File: config.mk
export PLATFORM = sky130hd
export DESIGN_NAME = multi_channel_software_timer_table_top
export DESIGN_NICKNAME = d
export VERILOG_FILES = /design/src/sv/mcst_pkg.sv /design/src/sv/multi_channel_software_timer_table_top.sv /design/src/sv/mcst_cell.sv /design/src/sv/mcst_slot_unit.sv
export VERILOG_INCLUDE_DIRS = /design/src /design/src/sv
export SDC_FILE = /design/constraint.sdc
export NUM_CORES = 2
export LEC_CHECK = 0
export ABC_AREA = 1
export BUFFER_PORTS_ARGS = -buffer_cell sky130_fd_sc_hd__clkbuf_2
export CELL_PAD_IN_SITES_DETAIL_PLACEMENT = 0
export CELL_PAD_IN_SITES_GLOBAL_PLACEMENT = 1
export CORE_UTILIZATION = 55
export DETAILED_ROUTE_END_ITERATION = 8
export GPL_ROUTABILITY_DRIVEN = 0
export PLACE_DENSITY_LB_ADDON = 0.2
export SLEW_MARGIN = 20
export SYNTH_ARGS = -nofsm -noshare
export SYNTH_HDL_FRONTEND = slang
export SYNTH_SLANG_ARGS = --single-unit
File: constraint.sdc
create_clock -name clk -period 24.6 [get_ports clk]
set_input_delay 2.46 -clock clk [delete_from_list [all_inputs] [get_ports clk]]
set_output_delay 2.46 -clock clk [all_outputs]
set_load 0.01 [all_outputs]
File: src/sv/multi_channel_software_timer_table_top_assert.svh
// ----------------------------------------------------------------------------
// Timer table assertion macros
// Property wrappers shared by the timer table checks.
// ----------------------------------------------------------------------------
`ifndef MULTI_CHANNEL_SOFTWARE_TIMER_TABLE_TOP_ASSERT_SVH
`define MULTI_CHANNEL_SOFTWARE_TIMER_TABLE_TOP_ASSERT_SVH

// same-cycle implication
`define MCST_ASSERT_NOW(name, ante, cons, msg) \
  name: assert property (@(posedge clk) disable iff (!rst_n) (ante) |-> (cons)) \
    else $error(msg);

// next-cycle implication
`define MCST_ASSERT_NXT(name, ante, cons, msg) \
  name: assert property (@(posedge clk) disable iff (!rst_n) (ante) |=> (cons)) \
    else $error(msg);

`endif

File: src/sv/mcst_pkg.sv
// ----------------------------------------------------------------------------
// Timer table package
// Types, codes and constants shared by the timer table modules.
// ----------------------------------------------------------------------------
`default_nettype none

package mcst_pkg;

  localparam int NUM_SLOTS_DEF = 16;
  localparam int TICK_MS_DEF   = 10;
  localparam int MAX_SLOTS     = 16;
  localparam int CATCHUP_LIMIT = 3;

  localparam int IDX_W    = 4;
  localparam int PERIOD_W = 20;
  localparam int CD_W     = PERIOD_W + 1;
  localparam int CNT_W    = 16;

  typedef enum logic [2:0] {
    KIND_TICK   = 3'd0,
    KIND_ALLOC  = 3'd1,
    KIND_START  = 3'd2,
    KIND_CANCEL = 3'd3,
    KIND_RETIME = 3'd4,
    KIND_FREE   = 3'd5
  } kind_e;

  typedef enum logic [1:0] {
    STS_OK        = 2'd0,
    STS_FULL      = 2'd1,
    STS_SHORT     = 2'd2,
    STS_NOT_ALLOC = 2'd3
  } status_e;

  typedef enum logic [1:0] {
    EVT_REPLY   = 2'd0,
    EVT_FIRED   = 2'd1,
    EVT_EXPIRED = 2'd2
  } evt_e;

  typedef enum logic [1:0] {
    S_IDLE,
    S_SWEEP,
    S_DONE
  } state_e;

  typedef struct packed {
    logic                   in_use;
    logic                   enabled;
    logic                   endless;
    logic [PERIOD_W-1:0]    reload;
    logic signed [CD_W-1:0] countdown;
    logic [CNT_W-1:0]       repeats;
  } slot_t;

  typedef struct packed {
    logic [2:0]          kind;
    logic [IDX_W-1:0]    idx;
    logic [PERIOD_W-1:0] period;
    logic                endless;
    logic [CNT_W-1:0]    count;
    logic [CNT_W-1:0]    elapsed;
  } cmd_t;

  typedef struct packed {
    logic hit;
    logic evt_valid;
    evt_e evt;
  } unit_res_t;

endpackage

`default_nettype wire

File: src/sv/multi_channel_software_timer_table_top.sv
// ----------------------------------------------------------------------------
// Multi-channel periodic timer table
// Command-driven timer slots held in a rotating ring of cells.
// ----------------------------------------------------------------------------
// Usage: drive start with a command (tick, allocate, start, cancel, retime,
// free) on the in_ ports; it is taken at a clock edge with start high and
// busy low. Each slot record sits in one cell of a ring; every accepted item
// of a known kind rotates the ring once, so the slot unit at the head sees
// each slot in ascending order, one per cycle. An item keeps busy high
// through its sweep, whose length is set by the ring length, and its done
// state; a new item is taken only after busy drops again.
// Results leave as beats on the out_ ports, each marked by out_valid for one
// cycle. A command gives one reply beat after the sweep; a tick gives one
// beat per slot that fired or expired, the last marked by out_last, or none.
// The final beat of an item is registered from the done state and driven
// in the cycle where busy has dropped again.
// Unknown kinds are taken and dropped without a beat.
// The receiver cannot stall; beats are never held back.
// Reset clears every slot's control bits and returns the block to idle;
// no clearing pass is needed.
// ----------------------------------------------------------------------------
`default_nettype none

`include "multi_channel_software_timer_table_top_assert.svh"

module multi_channel_software_timer_table_top
  import mcst_pkg::*;
#(
  parameter int NUM_SLOTS = NUM_SLOTS_DEF,
  parameter int TICK_MS   = TICK_MS_DEF
) (
  input  wire                clk,
  input  wire                rst_n,
  input  wire                start,
  output logic               busy,
  input  wire [2:0]          in_kind,
  input  wire [IDX_W-1:0]    in_timer_index,
  input  wire [PERIOD_W-1:0] in_period_ms,
  input  wire                in_repeat_forever,
  input  wire [CNT_W-1:0]    in_repeat_count,
  input  wire [CNT_W-1:0]    in_elapsed_ticks,
  output logic               out_valid,
  output logic [1:0]         out_status,
  output logic [IDX_W-1:0]   out_slot,
  output logic [1:0]         out_event_res,
  output logic               out_last
);

  localparam int SlotsEff = (NUM_SLOTS < MAX_SLOTS) ? NUM_SLOTS : MAX_SLOTS;
  localparam logic [IDX_W-1:0] LastPos = IDX_W'(SlotsEff - 1);

  state_e           state_r, state_nxt;
  logic [IDX_W-1:0] pos_r, pos_nxt;
  cmd_t             cmd_r, cmd_nxt;
  logic [1:0]       rep_status_r, rep_status_nxt;
  logic [IDX_W-1:0] rep_slot_r, rep_slot_nxt;
  logic             found_r, found_nxt;
  logic             pend_valid_r, pend_valid_nxt;
  logic [IDX_W-1:0] pend_slot_r, pend_slot_nxt;
  logic [1:0]       pend_evt_r, pend_evt_nxt;
  logic             out_valid_r, out_valid_nxt;
  logic [1:0]       out_status_r, out_status_nxt;
  logic [IDX_W-1:0] out_slot_r, out_slot_nxt;
  logic [1:0]       out_evt_r, out_evt_nxt;
  logic             out_last_r, out_last_nxt;
  logic             shift_en;

  slot_t     ring_q [SlotsEff];
  slot_t     ring_d [SlotsEff];
  slot_t     unit_nxt;
  unit_res_t unit_res;

  for (genvar g = 0; g < SlotsEff; g++) begin : g_cell
    if (g == SlotsEff - 1) begin : g_tail
      assign ring_d[g] = unit_nxt;
    end else begin : g_link
      assign ring_d[g] = ring_q[g+1];
    end
    mcst_cell u_cell (
      .clk      (clk),
      .rst_n    (rst_n),
      .shift_en (shift_en),
      .d_in     (ring_d[g]),
      .q        (ring_q[g])
    );
  end

  mcst_slot_unit #(
    .TICK_MS (TICK_MS)
  ) u_unit (
    .cmd   (cmd_r),
    .pos   (pos_r),
    .found (found_r),
    .cur   (ring_q[0]),
    .nxt   (unit_nxt),
    .res   (unit_res)
  );

  always_ff @(posedge clk) begin
    if (!rst_n) begin
      state_r <= S_IDLE;
    end else begin
      state_r <= state_nxt;
    end
  end

  always_ff @(posedge clk) begin
    if (!rst_n) begin
      pend_valid_r <= 1'b0;
      out_valid_r  <= 1'b0;
      found_r      <= 1'b0;
      pos_r        <= '0;
    end else begin
      pend_valid_r <= pend_valid_nxt;
      out_valid_r  <= out_valid_nxt;
      found_r      <= found_nxt;
      pos_r        <= pos_nxt;
    end
  end

  always_ff @(posedge clk) begin
    cmd_r        <= cmd_nxt;
    rep_status_r <= rep_status_nxt;
    rep_slot_r   <= rep_slot_nxt;
    pend_slot_r  <= pend_slot_nxt;
    pend_evt_r   <= pend_evt_nxt;
    out_status_r <= out_status_nxt;
    out_slot_r   <= out_slot_nxt;
    out_evt_r    <= out_evt_nxt;
    out_last_r   <= out_last_nxt;
  end

  always_comb begin
    state_nxt      = state_r;
    pos_nxt        = pos_r;
    cmd_nxt        = cmd_r;
    rep_status_nxt = rep_status_r;
    rep_slot_nxt   = rep_slot_r;
    found_nxt      = found_r;
    pend_valid_nxt = pend_valid_r;
    pend_slot_nxt  = pend_slot_r;
    pend_evt_nxt   = pend_evt_r;
    out_valid_nxt  = 1'b0;
    out_status_nxt = out_status_r;
    out_slot_nxt   = out_slot_r;
    out_evt_nxt    = out_evt_r;
    out_last_nxt   = out_last_r;
    shift_en       = 1'b0;
    busy           = 1'b1;
    unique case (state_r)
      S_IDLE: begin
        busy = 1'b0;
        if (start) begin
          cmd_nxt.kind    = in_kind;
          cmd_nxt.idx     = in_timer_index;
          cmd_nxt.period  = in_period_ms;
          cmd_nxt.endless = in_repeat_forever;
          cmd_nxt.count   = in_repeat_count;
          cmd_nxt.elapsed = in_elapsed_ticks;
          pos_nxt         = '0;
          found_nxt       = 1'b0;
          pend_valid_nxt  = 1'b0;
          if (in_kind == KIND_ALLOC) begin
            rep_status_nxt = (in_period_ms > PERIOD_W'(TICK_MS)) ? STS_FULL : STS_SHORT;
            rep_slot_nxt   = '0;
          end else begin
            rep_status_nxt = STS_NOT_ALLOC;
            rep_slot_nxt   = in_timer_index;
          end
          if (in_kind <= KIND_FREE) begin
            state_nxt = S_SWEEP;
          end
        end
      end
      S_SWEEP: begin
        shift_en = 1'b1;
        if (unit_res.hit) begin
          rep_status_nxt = STS_OK;
          if (cmd_r.kind == KIND_ALLOC) begin
            rep_slot_nxt = pos_r;
            found_nxt    = 1'b1;
          end
        end
        if (unit_res.evt_valid) begin
          if (pend_valid_r) begin
            out_valid_nxt  = 1'b1;
            out_status_nxt = STS_OK;
            out_slot_nxt   = pend_slot_r;
            out_evt_nxt    = pend_evt_r;
            out_last_nxt   = 1'b0;
          end
          pend_valid_nxt = 1'b1;
          pend_slot_nxt  = pos_r;
          pend_evt_nxt   = unit_res.evt;
        end
        if (pos_r == LastPos) begin
          state_nxt = S_DONE;
        end else begin
          pos_nxt = pos_r + IDX_W'(1);
        end
      end
      S_DONE: begin
        state_nxt = S_IDLE;
        if (cmd_r.kind == KIND_TICK) begin
          if (pend_valid_r) begin
            out_valid_nxt  = 1'b1;
            out_status_nxt = STS_OK;
            out_slot_nxt   = pend_slot_r;
            out_evt_nxt    = pend_evt_r;
            out_last_nxt   = 1'b1;
          end
          pend_valid_nxt = 1'b0;
        end else begin
          out_valid_nxt  = 1'b1;
          out_status_nxt = rep_status_r;
          out_slot_nxt   = rep_slot_r;
          out_evt_nxt    = EVT_REPLY;
          out_last_nxt   = 1'b1;
        end
      end
      default: begin
        state_nxt = S_IDLE;
      end
    endcase
  end

  assign out_valid     = out_valid_r;
  assign out_status    = out_status_r;
  assign out_slot      = out_slot_r;
  assign out_event_res = out_evt_r;
  assign out_last      = out_last_r;

  `MCST_ASSERT_NOW(a_last_beat_idle, out_valid && out_last, !busy, "final beat while sweeping")
  `MCST_ASSERT_NOW(a_reply_is_last, out_valid && (out_event_res == EVT_REPLY), out_last, "reply not final")
  `MCST_ASSERT_NXT(a_accept_sweeps, start && !busy && (in_kind <= KIND_FREE), busy, "no sweep")

endmodule

`default_nettype wire

File: src/sv/mcst_cell.sv
// ----------------------------------------------------------------------------
// Timer table cell
// Holds one slot record and passes it to the next cell on each shift.
// ----------------------------------------------------------------------------
`default_nettype none

module mcst_cell
  import mcst_pkg::*;
(
  input  wire   clk,
  input  wire   rst_n,
  input  wire   shift_en,
  input  slot_t d_in,
  output slot_t q
);

  slot_t q_r;

  always_ff @(posedge clk) begin
    if (!rst_n) begin
      q_r.in_use  <= 1'b0;
      q_r.enabled <= 1'b0;
      q_r.endless <= 1'b0;
      q_r.repeats <= '0;
    end else if (shift_en) begin
      q_r <= d_in;
    end
  end

  assign q = q_r;

endmodule

`default_nettype wire

File: src/sv/mcst_slot_unit.sv
// ----------------------------------------------------------------------------
// Timer table slot unit
// Applies the current command or tick to the slot record at the ring head.
// ----------------------------------------------------------------------------
`default_nettype none

module mcst_slot_unit
  import mcst_pkg::*;
#(
  parameter int TICK_MS = TICK_MS_DEF
) (
  input  cmd_t             cmd,
  input  logic [IDX_W-1:0] pos,
  input  logic             found,
  input  slot_t            cur,
  output slot_t            nxt,
  output unit_res_t        res
);

  localparam int DivShift = PERIOD_W + $clog2(TICK_MS);
  localparam int ProdW    = DivShift + PERIOD_W;
  localparam longint unsigned DivMul =
    ((64'd1 << DivShift) + longint'(TICK_MS) - 1) / longint'(TICK_MS);

  logic [ProdW-1:0]       prod;
  logic [PERIOD_W-1:0]    quot;
  logic                   period_ok;
  logic                   match;
  logic [CNT_W-1:0]       dec;
  logic signed [CD_W-1:0] cd_dec;

  assign prod      = ProdW'(cmd.period) * ProdW'(DivMul);
  assign quot      = prod[DivShift +: PERIOD_W];
  assign period_ok = cmd.period > PERIOD_W'(TICK_MS);
  assign match     = pos == cmd.idx;
  assign dec       = (cmd.elapsed > CNT_W'(CATCHUP_LIMIT)) ? cmd.elapsed : CNT_W'(1);
  assign cd_dec    = cur.countdown - $signed({{(CD_W-CNT_W){1'b0}}, dec});

  always_comb begin
    nxt           = cur;
    res.hit       = 1'b0;
    res.evt_valid = 1'b0;
    res.evt       = EVT_FIRED;
    unique case (cmd.kind)
      KIND_TICK: begin
        if (cur.in_use && cur.enabled) begin
          if (cd_dec[CD_W-1] || (cd_dec == '0)) begin
            nxt.countdown = {1'b0, cur.reload};
            res.evt_valid = 1'b1;
            if (cur.endless) begin
              res.evt = EVT_FIRED;
            end else if (cur.repeats != '0) begin
              nxt.repeats = cur.repeats - CNT_W'(1);
              res.evt     = EVT_FIRED;
            end else begin
              nxt.in_use = 1'b0;
              res.evt    = EVT_EXPIRED;
            end
          end else begin
            nxt.countdown = cd_dec;
          end
        end
      end
      KIND_ALLOC: begin
        if (period_ok && !found && !cur.in_use) begin
          nxt.in_use    = 1'b1;
          nxt.enabled   = 1'b0;
          nxt.endless   = 1'b0;
          nxt.repeats   = '0;
          nxt.reload    = quot;
          nxt.countdown = {1'b0, quot};
          res.hit       = 1'b1;
        end
      end
      KIND_RETIME: begin
        if (match) begin
          res.hit = 1'b1;
          if (period_ok) begin
            nxt.reload    = quot;
            nxt.countdown = {1'b0, quot};
          end
        end
      end
      KIND_START: begin
        if (match && cur.in_use) begin
          res.hit     = 1'b1;
          nxt.endless = cmd.endless;
          nxt.enabled = 1'b1;
          if (!cmd.endless && (cmd.count != '0)) begin
            nxt.repeats = cmd.count;
          end
        end
      end
      KIND_CANCEL: begin
        if (match && cur.in_use) begin
          res.hit     = 1'b1;
          nxt.enabled = 1'b0;
        end
      end
      KIND_FREE: begin
        if (match && cur.in_use) begin
          res.hit    = 1'b1;
          nxt.in_use = 1'b0;
        end
      end
      default: begin
      end
    endcase
  end

endmodule

`default_nettype wire

# Yosys cells after proc, flatten, opt, wreduce, memory -nomap -nowiden

Cells that the tools add are included.

Bits in registers: 1050
Input bits: 63
Output and inout port bits: 11
Logic and storage cells: 255

Add/subtract/negate cells: 3
Multiply operators: 1
Magnitude comparators: 4
Eq/ne operators: 20
Multiplexer cells: 80
Bitwise logic cells: 3
Reductions and logical operators: 29

Operator list:

| operator                                                       | number |
|---|---|
| two-way mux 16 bit                                             | 6 |
| two-way mux 41 bit                                             | 2 |
| one-hot mux 21 bit (3 select lines)                            | 1 |
| two-way mux 60 bit                                             | 1 |
| one-hot mux 16 bit (3 select lines)                            | 1 |
| greater-than comparator 20 x 4 -> 1 bit, second input constant | 2 |
| multiplier 20 x 20 -> 40 bit, second input constant            | 1 |
| one-hot mux 20 bit (2 select lines)                            | 1 |
| two-way mux 37 bit                                             | 1 |
| two-way mux 4 bit                                              | 9 |
| two-way mux 2 bit                                              | 16 |
| nonzero test 16 bit                                            | 2 |
| one-hot mux 4 bit (2 select lines)                             | 3 |
| two-way mux 1 bit                                              | 23 |
| logical NOT 21 bit                                             | 1 |
| two-way mux 21 bit                                             | 1 |
| subtractor 21 x 17 -> 21 bit                                   | 1 |
| greater-than comparator 16 x 2 -> 1 bit, second input constant | 1 |
| one-hot mux 2 bit (2 select lines)                             | 4 |
| subtractor 16 x 1 -> 16 bit, second input constant             | 1 |
| != test 2 bit, second input constant                           | 7 |
| one-hot mux 1 bit (3 select lines)                             | 4 |
| AND reduction 4 bit                                            | 3 |
| two-way mux 3 bit                                              | 3 |
| other kinds (24)                                               | 45 |

# Longest topological paths before layout

Depth after elaboration: 10
Mapped depth: 30

# Hierarchy

Synthesis repeated with hierarchy kept, for this count alone.

Cell total of the unflattened synthesis: 4620
Area total of the unflattened synthesis: 47339.2 µm²

Modules (own cells, without submodules):

| module                                 | instances | cells each | area an instance (µm²) |
|---|---|---|---|
| mcst_cell                              | 16        | 163        | 2014.4 |
| mcst_slot_unit                         | 1         | 1771       | 11778.8 |
| multi_channel_software_timer_table_top | 1         | 241        | 3329.4 |

# Least setup slack after synthesis

OpenSTA, ideal clock, no wires.

Kind: input port to flip-flop
Start point: input port rst_n
End point: register g_cell[0].u_cell.q_r, in the netlist g_cell[0].u_cell.q[16] (enable)
Library setup time: 1.001 ns
Data arrival time: 15.432 ns
Required time: 23.599 ns
Path slack: 8.167 ns
Stages: 3
Cell sequence: clkbuf_1 nand2_1 inv_1

Longest elaborated chain between the ends: 1

RTL lines:

| item                                 | line                                         | text |
|---|---|---|
| start: declaration                   | multi_channel_software_timer_table_top.sv:33 | `input wire rst_n,` |
| AND reduction 2 bit (no source line) | -                                            |  |
| end signal: assignment               | mcst_cell.sv:26                              | `q_r <= d_in;` |
| end: declaration                     | mcst_cell.sv:17                              | `slot_t q_r;` |

No other way between the ends.
A chain may end at the register's enable or synchronous reset.

==> impl_metrics.toml <==
[run_status]
status = "finished clean"

[min_path]
hp-class = "flip-flop to flip-flop"

[grt]
antenna_found_initial = 2
grt-ovfl-total = 0
grt_usage_pct = 22.5
grt_pass1_vias = 26214
grt_max_degree = 255
grt_pass1_wl_um = 144000

[final_layout]
most-common-layout-cells = "737 x edfxtp_1, 687 x nor2_1, 410 x nand2_1"
fill_cells = 6416
mostFrequentLayoutCell = "edfxtp_1"
num_antenna_cells = 0
area_growth_syn_to_layout_pct = 11.2
final_nets = 4359
drive_above_1_share_pct = 7.56

[clocking]
cts_tree = "done"
cts.sinks = 1050
cts_made_buffers = 103
cts_max_level = 3
hold_buffers = 0
cts_resized = 0
clk_pin_slew_ns = 0.07
postCtsSetupBuffers = 0
clock_latency_ns = 0.67
root_buffer = "clkbuf_16"
clockBufferDepth = 3

[timing]
final-max-slew-violation-count = 0
setup_viol = 0
post-route-min-period_ns = 6.58
rsz0062_at_grt = "no"
worst_clock_skew_ns = 0.0687
max_clock_freq_mhz = 152
max_slew_margin_pct = 29.1
final_hold_viol_count = 0
period_share_pct = 26.7
setup-tns-final_ns = 0
worstMarginPinSlew_ns = 1.06

[route]
ant_nets = 0
drt-initial-drc-count = 2232
wl_met2_um = 40200
vias_per_cell = 5.27
m1WireLength_um = 42400
drt_wl_total_um = 91100
wl_met3_um = 5740
vias = 26771
routed.top_layer = "met5"
first_pass_iters = 6
wire_per_inst_um = 17.9
drc = 0

[synthesis]
synth_ff_type = "edfxtp_1"
synth-async-reset-ratio_pct = 0
yosysWarnings = 0
syn_nets = 4290
synth-seq-cells = 1050
netlist_area_um2 = 44800
synth_edf_count = 737
avgSynthCellArea_um2 = 11.6
syn_inst = 3860
ys_types = 57
ys_seq_area_share_pct = 63.4

[place]
dp.final_hpwl_um = 60500
portBuffers = 73

[critical_path]
crit_top_cell = "inv_1"
arrival_ns = 6.92
slowest_delay_ns = 0.67
path_max_fanout = 7
cp.required_ns = 24.95
crit_type = "flip-flop to flip-flop"
cp-end-kind = "flip-flop"
slowest_stage = "o21ai_0"
cp-start-kind = "flip-flop"

[job]
maxCapViolations = 0

[floorplanning]
die-area_um2 = 82600
die_w_um = 287
die_h_um = 287
initial_utilization_pct = 55.6
rows = 104
core-area_um2 = 80500
ioPinCount = 74
[routing by layer]
metal	GRT usage (%)	up-vias
met5	0	-
met1	32.5	12762
met3	4.83	160
met2	33.9	636
met4	7.10	4
li1	-	13209
[worst paths after layout]
check                                        startpoint                      end  slack, ns  depth (start not counted)
worst min-delay path            g_cell[15].u_cell.q[45]  g_cell[14].u_cell.q[45]       0.37                          0
worst max-delay path                          cmd_r[41]  g_cell[15].u_cell.q[32]      18.02                         26
worst max register to register                cmd_r[41]  g_cell[15].u_cell.q[32]      18.02                         26
worst min register to register  g_cell[15].u_cell.q[45]  g_cell[14].u_cell.q[45]       0.37                          0
[critical path: cells and delay by family, from the launching register on]
family                   cells  cell delay, ns
AO/OA/AOI/OAI                5            1.13
XOR/XNOR                     1            0.23
adder cells (fa/ha/maj)      8            3.23
buffers and inverters        5            0.32
flip-flops                   1            0.60
AND/OR/NAND/NOR              7            0.71
[registers in the layout, indices dropped and copies added, names as in the netlist]
name and cells:
out_slot 4, rep_status_r 2, cmd_r 60, pend_valid_r 1, out_event_res 2, pend_evt_r 2
out_valid 1, state_r 2, pend_slot_r 4, found_r 1, rep_slot_r 4, out_status 2
out_last 1, g_cell.u_cell.q 960, pos_r 4
[final cells by class]
class | count | area [µm²] | area share, %
Inverter | 409 | 1560 | 3.12
Timing Repair Buffer | 88 | 509 | 1.02
Sequential cell | 1050 | 28400 | 57.0
Multi-Input combinational cell | 2277 | 14400 | 28.8
Clock buffer | 130 | 2860 | 5.75
Clock inverter | 65 | 832 | 1.67
Tap cell | 1060 | 1330 | 2.66
[per-stage QoR]
stage | cells | setup WS, ns | hold slack (ns) | instance area (µm²) | util [%]
5_1_grt | 5079 | 17.59 | 0.374 | 49800 | 61.9
6_report | 5079 | 18.02 | 0.374 | 49800 | 61.9
3_3_place_gp | 4884 | 18.17 | 0.400 | 46200 | 57.3
2_1_floorplan | 3860 | 8.17 | 0.400 | 44800 | -
4_1_cts | 5079 | 18.04 | 0.355 | 49800 | 61.9
3_5_place_dp | 4884 | 18.13 | 0.405 | 46200 | 57.3
[synthesized netlist by cell type (4+ instances only)]
| cell | number | area, µm² |
|---|---|---|
| a21o_1 | 9 | 67.6 |
| xor2_1 | 30 | 263 |
| nand3_2 | 4 | 40.0 |
| o21bai_1 | 4 | 30.0 |
| fa_1 | 132 | 2640 |
| edfxtp_1 | 737 | 22100 |
| or2_2 | 5 | 31.3 |
| a21boi_0 | 4 | 30.0 |
| nor2_1 | 688 | 2580 |
| a211oi_1 | 6 | 45.0 |
| a31oi_1 | 15 | 93.8 |
| xnor2_1 | 9 | 78.8 |
| clkbuf_1 | 106 | 398 |
| buf_1 | 7 | 26.3 |
| dfxtp_1 | 313 | 6270 |
| nand2_2 | 4 | 25.0 |
| nor2_2 | 8 | 50.1 |
| nor4_1 | 15 | 93.8 |
| ha_1 | 235 | 2940 |
| inv_1 | 401 | 1510 |
| o21ai_1 | 9 | 45.0 |
| a221oi_1 | 16 | 140 |
| nor3_1 | 19 | 95.1 |
| nand2_1 | 410 | 1540 |
| nand3_1 | 81 | 405 |
| nand4_1 | 21 | 131 |
| o211ai_1 | 27 | 203 |
| nand3b_1 | 11 | 82.6 |
| buf_2 | 4 | 20.0 |
| a21oi_1 | 114 | 571 |
| a21oi_2 | 4 | 35.0 |
| o21ai_0 | 373 | 1870 |
| buf_6 | 4 | 45.0 |
[cells by family after synthesis]
family | after synthesis | share of synthesized area (%)
flops | 1050 | 63.4
buf+inv | 533 | 4.61
compound gates | 593 | 7.22
simple gates | 1278 | 11.6
fa+ha+maj | 367 | 12.5
xor+xnor | 39 | 0.762
Power is not shown: default switching activity piles up to over one toggle a cycle in this logic, so the estimate is an artifact.
